===== src/hw/rtl/aabb_pkg.sv =====
// Shared types and constants for the box table collision and sight unit.
`default_nettype none
package aabb_pkg;

	localparam logic [1:0] OP_WRITE = 2'd0;
	localparam logic [1:0] OP_COLL  = 2'd1;
	localparam logic [1:0] OP_SIGHT = 2'd2;

	localparam logic [1:0] CFG_COUNT = 2'd0;
	localparam logic [1:0] CFG_DEAD  = 2'd1;

	// which pair of fractions the compare unit works on
	localparam logic [1:0] SEL_LO  = 2'd0;  // slab entry vs tmin
	localparam logic [1:0] SEL_HI  = 2'd1;  // slab exit vs tmax
	localparam logic [1:0] SEL_FIN = 2'd2;  // tmin vs tmax

	localparam int BODY_HALF   = 13107;   // 0.2 in Q16.16
	localparam int DIR_EPS     = 6;       // |d| must exceed this
	localparam int VIEW_MARGIN = 65536;   // 1.0 in Q16.16
	localparam logic [7:0] SKIP_KIND = 8'd4;

	typedef struct packed {
		logic       load;
		logic       rd;
		logic       clr_idx;
		logic       inc_idx;
		logic       init_t;
		logic       lat_axis;
		logic       mul;
		logic       cmp;
		logic       finish;
		logic       fin_ans;
		logic [1:0] axis;
		logic [1:0] sel;
	} cmd_t;

	typedef struct packed {
		logic [1:0] op;
		logic       dead;
		logic       none;
		logic       last;
		logic       kind_skip;
		logic       pref_fail;
		logic       coll_hit;
		logic       ax_active;
		logic       ax_skip;
		logic       blocked;
	} sts_t;

endpackage
`default_nettype wire


===== src/hw/rtl/aabb_ctrl.sv =====
// Sequencer for box walks, slab steps and result issue.
`default_nettype none
module aabb_ctrl (
	input  wire               clk,
	input  wire               arst_n,
	input  wire               start,
	output logic              busy,
	input  aabb_pkg::sts_t    sts,
	output aabb_pkg::cmd_t    cmd
);
	import aabb_pkg::*;

	localparam logic [2:0] S_IDLE = 3'd0;
	localparam logic [2:0] S_DISP = 3'd1;
	localparam logic [2:0] S_RD   = 3'd2;
	localparam logic [2:0] S_CHK  = 3'd3;
	localparam logic [2:0] S_AXS  = 3'd4;
	localparam logic [2:0] S_MUL  = 3'd5;
	localparam logic [2:0] S_CMP  = 3'd6;

	logic [2:0] state_q, state_d;
	logic [1:0] ax_q, ax_d;
	logic [1:0] ph_q, ph_d;
	logic       go_next;

	assign busy = (state_q != S_IDLE);

	always_comb begin
		cmd      = '0;
		cmd.axis = ax_q;
		cmd.sel  = ph_q;
		state_d  = state_q;
		ax_d     = ax_q;
		ph_d     = ph_q;
		go_next  = 1'b0;
		case (state_q)
			S_IDLE: begin
				cmd.load = start;
				if (start) state_d = S_DISP;
			end
			S_DISP: begin
				cmd.clr_idx = 1'b1;
				case (sts.op)
					OP_COLL: begin
						if (sts.dead || sts.none) begin
							cmd.finish  = 1'b1;
							cmd.fin_ans = sts.dead;
							state_d     = S_IDLE;
						end else begin
							state_d = S_RD;
						end
					end
					OP_SIGHT: begin
						if (sts.none) begin
							cmd.finish  = 1'b1;
							cmd.fin_ans = 1'b1;
							state_d     = S_IDLE;
						end else begin
							state_d = S_RD;
						end
					end
					default: begin
						cmd.finish = 1'b1;
						state_d    = S_IDLE;
					end
				endcase
			end
			S_RD: begin
				cmd.rd  = 1'b1;
				state_d = S_CHK;
			end
			S_CHK: begin
				if (sts.op == OP_COLL) begin
					if (!sts.kind_skip && sts.coll_hit) begin
						cmd.finish  = 1'b1;
						cmd.fin_ans = 1'b1;
						state_d     = S_IDLE;
					end else begin
						go_next = 1'b1;
					end
				end else if (sts.kind_skip || sts.pref_fail) begin
					go_next = 1'b1;
				end else begin
					cmd.init_t = 1'b1;
					ax_d       = 2'd0;
					state_d    = S_AXS;
				end
			end
			S_AXS: begin
				if (sts.ax_skip) begin
					go_next = 1'b1;
				end else if (sts.ax_active) begin
					cmd.lat_axis = 1'b1;
					ph_d         = SEL_LO;
					state_d      = S_MUL;
				end else if (ax_q == 2'd2) begin
					ph_d    = SEL_FIN;
					state_d = S_MUL;
				end else begin
					ax_d = ax_q + 2'd1;
				end
			end
			S_MUL: begin
				cmd.mul = 1'b1;
				state_d = S_CMP;
			end
			S_CMP: begin
				cmd.cmp = 1'b1;
				case (ph_q)
					SEL_LO: begin
						ph_d    = SEL_HI;
						state_d = S_MUL;
					end
					SEL_HI: begin
						if (ax_q == 2'd2) begin
							ph_d    = SEL_FIN;
							state_d = S_MUL;
						end else begin
							ax_d    = ax_q + 2'd1;
							state_d = S_AXS;
						end
					end
					default: begin
						if (sts.blocked) begin
							cmd.finish = 1'b1;
							state_d    = S_IDLE;
						end else begin
							go_next = 1'b1;
						end
					end
				endcase
			end
			default: state_d = S_IDLE;
		endcase
		if (go_next) begin
			if (sts.last) begin
				cmd.finish  = 1'b1;
				cmd.fin_ans = (sts.op == OP_SIGHT);
				state_d     = S_IDLE;
			end else begin
				cmd.inc_idx = 1'b1;
				state_d     = S_RD;
			end
		end
	end

	always_ff @(posedge clk or negedge arst_n) begin
		if (!arst_n) begin
			state_q <= S_IDLE;
			ax_q    <= 2'd0;
			ph_q    <= SEL_LO;
		end else begin
			state_q <= state_d;
			ax_q    <= ax_d;
			ph_q    <= ph_d;
		end
	end

endmodule
`default_nettype wire


===== config.mk =====
export PLATFORM = sky130hd
export DESIGN_NAME = aabb_ctrl
export DESIGN_NICKNAME = d
export VERILOG_FILES = /design/src/hw/rtl/aabb_pkg.sv /design/src/hw/rtl/aabb_ctrl.sv
export SDC_FILE = /design/constraint.sdc
export NUM_CORES = 1
export LEC_CHECK = 0
export BUFFER_PORTS_ARGS = -buffer_cell sky130_fd_sc_hd__clkbuf_2
export CAP_MARGIN = 20
export CORE_MARGIN = 2
export CORE_UTILIZATION = 25
export CTS_BUF_LIST = sky130_fd_sc_hd__clkbuf_16
export DETAILED_ROUTE_END_ITERATION = 16
export SETUP_SLACK_MARGIN = 0.02
export SLEW_MARGIN = 20
export SYNTH_ARGS = -nofsm -noshare
export SYNTH_HDL_FRONTEND = slang
export SYNTH_SLANG_ARGS = --single-unit

===== constraint.sdc =====
create_clock -name clk -period 1.55 [get_ports clk]
set_input_delay 0.0775 -clock clk [delete_from_list [all_inputs] [get_ports clk]]
set_output_delay 0.0775 -clock clk [all_outputs]
set_load 0.05 [all_outputs]

==> reports/summary.txt <==
outcome = finished, violations left
failing checks = negative setup slack
clock tree root driver cell = clkbuf_16
critical path fanouts, max = 3
port buffer count = 28
Initial Utilization = 25.9%
CP Class = reg -> out
initial antenna violation count = 0
CP max stage cell = dfrtp_1
placed insts = 163
Total Routed Length = 2210 µm
Seq/Total Area, Yosys = 25.0%
Layout Skew = 1.22 ps
pre-CTS setup slack = -59.4 ps
Setup crit start = state_q[0]$_DFFE_PN0P_
clock-pin slew on the worst setup and hold paths = 40 ps
H-tree levels = 1
CP arrival = 1560 ps
post-synth top area share = 25.0%
DRC Markers = 0
Synth area leader = dfrtp_1
post-route ant nets = 0
maximum clock frequency = 609 MHz
DR top layer = met4
Ports = 29
final hold violation count = 0
TritonCTS clock tree = yes
Post-Syn Instances = 88
CTS max path bufs = 2
Worst Hold Class = in -> async
critical path's top delay family = flip-flops
vias in the first global route = 852
critical-path cell list = buf_6 > nand3b_4 > a31oi_4 > o21ai_4 > mux2i_4 > buf_8
Die Y = 56.9 µm
clock sink count = 7
Syn Nets = 105
first-pass GRT wire length = 3730 µm
Synth Warn # = 0
Routed met2 length = 1140 µm
CP startpoint kind = flip-flop
Syn Std Cell Area = 701 µm²
post-detail-place hpwl = 1590 µm
largest net degree at the start of global routing = 10
fraction of layout cells with a size suffix above 1 = 56.3%
GR Util All Layers = 14.8%
CP max stage delay = 410 ps
Max-Cap Viols = 0
Setup crit end kind = output port
row count = 19
Slew @ Worst Pin = 304 ps
TNS Setup = -286 ps
met1 WL = 924 µm
crit path buf inv count = 2
CP required = 1470 ps
met3 routed WL = 125 µm
Hold WS = 222 ps
Worst VDD drop = 0.900 mV
area grow syn2layout = 94.6%
core area = 2710 µm²
Post-Layout Cell Count = 175
diode count = 0
Slew Limit Fails = 0
Vias/cell = 4.75
P_leak = 0.680 nW
Layout Nets = 162
worst r2r path cells = 6
via count = 832
main area contributors after synthesis = dfrtp_1 25%, nor2_1 8.6%, ha_1 5.4%, inv_1 5.4%, nand2b_1 4.5%
Die ar. = 3240 µm²
post-route setup slack = -91.9 ps
syn avg cell area = 7.96 µm²
WL/cell = 12.6 µm
DRT Pass-1 Iters = 4
total CTS buffers = 3
Worst-Skew Late Latency = 230 ps
count of final setup violators = 7
GRT Residual Overflow = 0
minimum clock period = 1640 ps
Yosys reg bits = 7
Die X-Extent = 56.9 µm
DRT iter0 DRCs = 13
Cell Pwr Density = 1840 nW/µm²
fin util = 50.3%
Slew HR = 79.6%
RSZ-0062 raised after global routing = true
GPL Wtd Cong = 0.844
Yosys cell types = 32
cell count along the critical path = 6
critical register-to-register path startpoint = state_q[0]$_DFFE_PN0P_
crit share post-route = 106%
-- layer usage --
layer	up-vias	GRT usage, %
met4	0	7.64
met1	380	17.0
met3	2	3.40
met5	-	0
met2	25	25.6
li1	425	-
-- cells in the final DEF (no fill, tap or decap), drive strengths merged, types with 2 or more instances in the layout --
master  netlist  final
ha            3      3
a21oi         7      7
mux2          2      2
clkbuf        0     24
nand2b        5      5
dfrtp         7      7
nand3b        4      4
a31oi         2      2
mux2i         2      2
nor2         16     16
buf           2     32
nand2         6      6
o21ai         5      5
inv          10     11
nor3          3      3
-- path summary, 6_finish.rpt --
path | end | slack (ps)
worst min register to register | ax_q[1]$_DFFE_PN0P_ | 560
min in group clk | state_q[1]$_DFFE_PN0P_ | 250
worst max-delay path | cmd[4] | -90
worst max register to register | ax_q[1]$_DFFE_PN0P_ | -50
worst min-delay path | state_q[0]$_DFFE_PN0P_ | 220
max in group asynchronous | state_q[1]$_DFFE_PN0P_ | 1140
-- cells by family (layout without fill, tap and decap cells) --
kind of cell | count (synthesis) | after routing | share of synthesized area [%]
flops | 7 | 7 | 25.0
fa+ha+maj | 3 | 3 | 5.36
simple gates | 40 | 40 | 33.2
buf+inv | 12 | 68 | 7.14
compound gates | 22 | 22 | 22.1
mux | 4 | 4 | 7.14
-- cell usage after synthesis, drive strengths merged --
library cell,count
and3,1
mux2,2
dfrtp,7
o21ai,5
nand2,6
a211oi,1
a32o,1
a22oi,1
nor2,16
inv,10
a21o,1
nand3b,4
o22a,1
or2b,1
a21oi,7
a22o,1
nand3,1
nand2b,5
nor3b,1
buf,2
o221ai,1
o22ai,1
nor3,3
nor4,1
a31oi,2
ha,3
mux2i,2
and3b,1
-- cell type report --
type / count / area (µm²)
well taps: 31 / 38.8
clock inverters: 1 / 3.75
clock buffers: 3 / 75.1
multi-input cells: 69 / 599
flip-flops and latches: 7 / 178
fillers: 262 / 1350
inverters: 10 / 37.5
repair buffers: 54 / 432
-- through the flow --
step / cell area, µm² / total power, mW
3_5_place_dp: 1030 / 1.66
4_1_cts: 1330 / 2.43
3_3_place_gp: 1030 / 1.65
6_report: 1360 / 2.51
5_1_grt: 1360 / 2.65
2_1_floorplan: 734 / 1.28
-- state kept, by name (all words and copies together) (netlist names) --
name,count
ax_q,2
state_q,3
ph_q,2
-- worst reg2reg max path, delay by kind of cell, from the launching register on --
kind / cells / cell delay (ps)
mux: 1 / 290
flops: 1 / 400
simple gates: 2 / 320
buf+inv: 2 / 260
compound gates: 1 / 210
-- power breakdown --
| group | switching (mW) | internal, mW |
|---|---|---|
| registers | 0.0742 | 0.253 |
| logic | 0.981 | 0.760 |
| clock network | 0.104 | 0.336 |
| total | 1.16 | 1.35 |
-- repair_timing --
item / in CTS / in global routing
pin swaps: 6 / 4
buffers inserted: 6 / 1
hold buffers: 1 / 0
gates resized for setup: 37 / 13
endpoints found under the setup margin: 10 / 12
endpoints found under the hold margin: 7 / 0
(Power assumes the default switching activity.)
